`src/rtl/core/msg_pkg.sv`:
```
// ----------------------------------------------------------------------------
// msg_pkg
// Shared types and constants for the minimum group span block.
// ----------------------------------------------------------------------------
package msg_pkg;

  localparam int MaxValuesDef = 1024;
  localparam int ValueBitsDef = 16;
  localparam int GroupBits    = 11;
  localparam int SpanBits     = 16;

  typedef struct packed {
    logic [ValueBitsDef-1:0] value;
    logic                    last;
  } in_item_t;

  typedef struct packed {
    logic [SpanBits-1:0] min_span;
    logic                no_group;
    logic                overflow;
  } out_item_t;

endpackage

```
`src/rtl/core/msg_front.sv`:
```
// ----------------------------------------------------------------------------
// msg_front
// Accepts items, writes each value to the store while it has room and queues
// one set record (count and overflow flag) when the last item of a set arrives.
// ----------------------------------------------------------------------------
module msg_front #(
  parameter int MAX_VALUES = msg_pkg::MaxValuesDef,
  parameter int VALUE_BITS = msg_pkg::ValueBitsDef,
  parameter int AW = (MAX_VALUES > 1) ? $clog2(MAX_VALUES) : 1,
  parameter int CW = $clog2(MAX_VALUES + 1)
) (
  input  logic                  clk,
  input  logic                  rst,
  input  logic                  in_valid,
  output logic                  in_ready,
  input  msg_pkg::in_item_t     in_data,
  output logic                  wr_en,
  output logic [AW-1:0]         wr_addr,
  output logic [VALUE_BITS-1:0] wr_data,
  output logic                  set_valid,
  input  logic                  set_ready,
  output logic [CW-1:0]         set_count,
  output logic                  set_ovf
);

  logic [CW-1:0] fill_count;
  logic          overflow_seen;
  logic          q_full;
  logic          take;
  logic          full;

  // The store is shared with the back end: a set may only be loaded once the
  // previous one has been handed over and finished.
  assign in_ready  = !q_full && set_ready;
  assign take      = in_valid && in_ready;
  assign full      = (fill_count == CW'(MAX_VALUES));
  assign wr_en     = take && !full;
  assign wr_addr   = fill_count[AW-1:0];
  assign wr_data   = VALUE_BITS'(in_data.value);
  assign set_valid = q_full;

  always_ff @(posedge clk) begin
    if (rst) begin
      fill_count    <= '0;
      overflow_seen <= 1'b0;
      q_full        <= 1'b0;
    end else begin
      if (q_full && set_ready) begin
        q_full <= 1'b0;
      end
      if (take) begin
        if (in_data.last) begin
          set_count     <= full ? fill_count : fill_count + 1'b1;
          set_ovf       <= overflow_seen || full;
          q_full        <= 1'b1;
          fill_count    <= '0;
          overflow_seen <= 1'b0;
        end else if (full) begin
          overflow_seen <= 1'b1;
        end else begin
          fill_count <= fill_count + 1'b1;
        end
      end
    end
  end

endmodule

```
`config.mk`:
```
export PLATFORM = sky130hd
export DESIGN_NAME = msg_front
export DESIGN_NICKNAME = d
export VERILOG_FILES = /design/src/rtl/core/msg_pkg.sv /design/src/rtl/core/msg_front.sv
export SDC_FILE = /design/constraint.sdc
export NUM_CORES = 1
export LEC_CHECK = 0
export BUFFER_PORTS_ARGS = -buffer_cell sky130_fd_sc_hd__buf_2
export CAP_MARGIN = 20
export CORE_MARGIN = 2
export CORE_UTILIZATION = 40
export DETAILED_ROUTE_END_ITERATION = 16
export PLACE_DENSITY = 0.65
export SYNTH_ARGS = -nofsm -noshare
export SYNTH_HDL_FRONTEND = slang
export SYNTH_SLANG_ARGS = --single-unit
export TNS_END_PERCENT = 100
```
`constraint.sdc`:
```
create_clock -name clk -period 2.3 [get_ports clk]
set_input_delay 0.46 -clock clk [delete_from_list [all_inputs] [get_ports clk]]
set_output_delay 0.46 -clock clk [all_outputs]
set_load 0.01 [all_outputs]
```
==> impl_summary.log <==
INFO  metric chipHeight = 64.3 microns
INFO  metric crit_path_end_kind = output port
INFO  metric layout_common_cells = sky130_fd_sc_hd__buf_2 (29), sky130_fd_sc_hd__dfxtp_1 (12), sky130_fd_sc_hd__edfxtp_1 (12), sky130_fd_sc_hd__a21oi_1 (10)
INFO  metric die_w = 64.3 microns
INFO  metric mean_area_per_synthesized_cell = 9.62 sq um
INFO  metric number_of_buffers_created_by_cts = 3
INFO  metric fin_worst_skew = 0.00945 ns
INFO  metric final.setup.tns = 0 ns
INFO  metric power.static_leakage = 0.000539 uW
INFO  metric regToRegSetupSlack = 0.41 ns
INFO  metric maxClockFrequency = 462 MHz
INFO  metric clock_tree_from_tritoncts = done
INFO  metric dr_vias = 1052
INFO  metric clk-insertion-delay-late = 0.33 ns
INFO  metric rows = 21
INFO  metric number_of_fill_cells = 354
INFO  metric ys.warnings.count = 0
INFO  metric routed_via_density = 5.39
INFO  metric finalNetCount = 173
INFO  metric synth_top_cell_by_area = sky130_fd_sc_hd__edfxtp_1
INFO  metric dp.cells = 191
INFO  metric finalMaxSlewViolations = 0
INFO  metric worst-endpoint-arrival = 1.70 ns
INFO  metric crit_type = register to output port
INFO  metric globalRouteOverflowTotal = 0
INFO  metric worst_min_path_class = input port to register
INFO  metric core-area = 3420 sq um
INFO  metric totalWireLength = 2.70 mm
INFO  metric placement.io_buffers = 29
INFO  metric grt_pass1_vias = 952
INFO  metric critical_path_peak_fanout = 11
INFO  metric worstReg2RegStart = fill_count[1]$_SDFFE_PP0P_
INFO  metric hold_path_startpoint = set_ready
INFO  metric worst_hold_path.num_cells = 3
INFO  metric grt_antenna_before_repair = 0
INFO  metric drt_iter0_drc = 17
INFO  metric postSynthRegisterBits = 25
INFO  metric cts_buffer_depth = 2
INFO  metric time_the_worst_path_needs_with_i_o_delays_and_setup = 2.16 ns
INFO  metric grt_setup_unrepaired = false
INFO  metric status = completed
INFO  metric ctsHtreeMaxLevel = 1
INFO  metric ff2ff_path_depth = 5
INFO  metric boundaryPins = 62
INFO  metric design.die.area = 4130 sq um
INFO  metric cp-start-kind = register
INFO  metric globalplace.congestion = 0.799
INFO  metric post-dp-hpwl = 1.88 mm
INFO  metric synth_edf_count = 12
INFO  metric yosysTopAreaCellShare = 24.8%
INFO  metric synth.cell_area = 1450 sq um
INFO  metric normalized_max_slew_margin = 71.0%
INFO  metric drt_first_pass_iters = 4
INFO  metric hold-worst-slack = 0.443 ns
INFO  metric ir_drop = 154 uV
INFO  metric final_report_hold_violation_count = 0
INFO  metric sequential_to_total_area_share_from_yosys_stat = 42.7%
INFO  metric worstMarginPinSlew = 0.433 ns
INFO  metric synth-async-reset-ratio = 0%
INFO  metric grt.total_usage = 13.5%
INFO  metric pin_count_of_the_biggest_net_entering_global_routing = 17
INFO  metric antenna_cells = 0
INFO  metric timing.hold.worst_endpoint = set_valid$_SDFF_PP0_
INFO  metric max_cap_violations = 0
INFO  metric synth.area.top_cells = sky130_fd_sc_hd__edfxtp_1 (25%), sky130_fd_sc_hd__dfxtp_1 (18%), sky130_fd_sc_hd__buf_4 (14%)
INFO  metric power.total = 726 uW
INFO  metric cts.sink_count = 25
INFO  metric pwr_density_cell = 499 nW/um^2
INFO  metric initial_core_util = 42.5%
INFO  metric clk_pin_slew_worst_paths = 0.15 ns
INFO  metric netlist-cell-type-count = 40
INFO  metric fin_crit_sh = 94.1%
INFO  metric post_cts.repair.setup_buffers = 0
INFO  metric postRouteAntennaNets = 0
INFO  metric wire_length_of_the_first_global_routing_pass = 4.39 mm
INFO  metric r2r_end = fill_count[8]$_SDFFE_PP0P_
INFO  metric syn_inst = 151
INFO  metric ys_dominant_reg_cell = sky130_fd_sc_hd__dfxtp_1
INFO  metric clock-root-buffer = sky130_fd_sc_hd__clkbuf_4
INFO  metric mostFrequentLayoutCell = sky130_fd_sc_hd__buf_2
INFO  metric setup_viol = 0
INFO  metric routed_wire_length_per_instance = 13.8 microns
INFO  metric drc = 0
INFO  metric mappedNetlistNets = 174
INFO  metric worst-endpoint-required = 1.84 ns
INFO  metric final_cells = 195
INFO  metric flow.area_growth_from_synthesis = 0.259%
INFO  metric final_layout_size_suffix_gt1_share = 28.9%
-- state kept, by name, indices dropped and copies added (netlist names) --
register,count
set_ovf,1
set_count,11
overflow_seen,1
fill_count,11
set_valid,1
-- cells in the mapped netlist, types with 3 or more instances --
cell type                  count
sky130_fd_sc_hd__or3_1         4
sky130_fd_sc_hd__nand4_1       3
sky130_fd_sc_hd__nand2b_1      3
sky130_fd_sc_hd__a31oi_1       5
sky130_fd_sc_hd__buf_4        27
sky130_fd_sc_hd__nand3_1       3
sky130_fd_sc_hd__nand2_1       5
sky130_fd_sc_hd__nor2_1        9
sky130_fd_sc_hd__xnor2_1       7
sky130_fd_sc_hd__dfxtp_1      13
sky130_fd_sc_hd__clkbuf_1      5
sky130_fd_sc_hd__buf_2         4
sky130_fd_sc_hd__o21ai_0       9
sky130_fd_sc_hd__nand3b_1      3
sky130_fd_sc_hd__edfxtp_1     12
sky130_fd_sc_hd__a21oi_1      10
-- worst max-delay path by stage --
| stage | from | depth (start not counted) | end | slack, ns |
|---|---|---|---|---|
| global route | fill_count[6]$_SDFFE_PP0P_ | 4 | wr_en | 0.009 |
| CTS | fill_count[6]$_SDFFE_PP0P_ | 4 | wr_en | 0.04 |
| global placement | fill_count[6]$_SDFFE_PP0P_ | 4 | wr_en | 0.47 |
| finish | fill_count[6]$_SDFFE_PP0P_ | 4 | wr_en | 0.14 |
| floorplan | in_valid | 4 | set_count[0]$_DFFE_PP_ | 0.50 |
| detailed placement | fill_count[0]$_SDFFE_PP0P_ | 5 | fill_count[8]$_SDFFE_PP0P_ | 0.37 |
-- cell type report --
cell class | count | area (sq um) | area share, %
sequential | 25 | 622 | 42.7
multi-input combinational | 87 | 579 | 39.8
inverter | 2 | 7.51 | 0.515
clock inverter | 1 | 7.51 | 0.515
timing repair buffer | 31 | 160 | 11.0
tap | 46 | 57.6 | 3.95
clock buffer | 3 | 22.5 | 1.55
-- worst max-delay path: stages, from the launching register on --
cell	delay, ns
sky130_fd_sc_hd__dfxtp_1	0.42
sky130_fd_sc_hd__nor4b_1	0.32
sky130_fd_sc_hd__and4b_2	0.41
sky130_fd_sc_hd__nor2_1	0.07
sky130_fd_sc_hd__buf_2	0.15
-- kinds of logic (layout without fill, tap and decap cells) --
kind of cell / after synthesis / in the layout / share of synthesized area, %
and+or+nand+nor: 46 / 46 / 20.3
buffers and inverters: 39 / 37 / 17.5
AOI/OAI and AO/OA: 29 / 29 / 11.5
DFF: 25 / 25 / 42.7
xor gates and xnor gates: 9 / 9 / 5.43
adders and majority gates: 2 / 2 / 1.72
muxes: 1 / 1 / 0.775
-- per-stage QoR --
stage               utilization (%)  setup WS, ns  area, sq um
global route                   42.6       0.00925         1460
floorplan                         -         0.496         1450
detailed placement             41.7         0.371         1420
finish                         42.6         0.135         1460
global placement               41.7         0.473         1420
CTS                            42.6        0.0389         1450
-- where the power goes --
part	internal [uW]	leakage [uW]	switching, uW
Sequential	468	0.000219	4.29
Clock	66.6	0.0000139	141
Combinational	17.0	0.000306	29.5
Total	552	0.000539	174
-- repair_timing --
item	CTS	global route
hold buffers	0	0
setup endpoints to repair	0	1
resized for setup	0	2
-- per-layer routing --
metal	vias to the layer above	wire length (microns)	track usage, %
met2	33	1260	21.9
li1	506	-	-
met1	499	1220	16.7
met3	14	139	1.58
met5	-	0	0
met4	0	84	9.31
No activity file was read; power rests on OpenSTA's default activity.
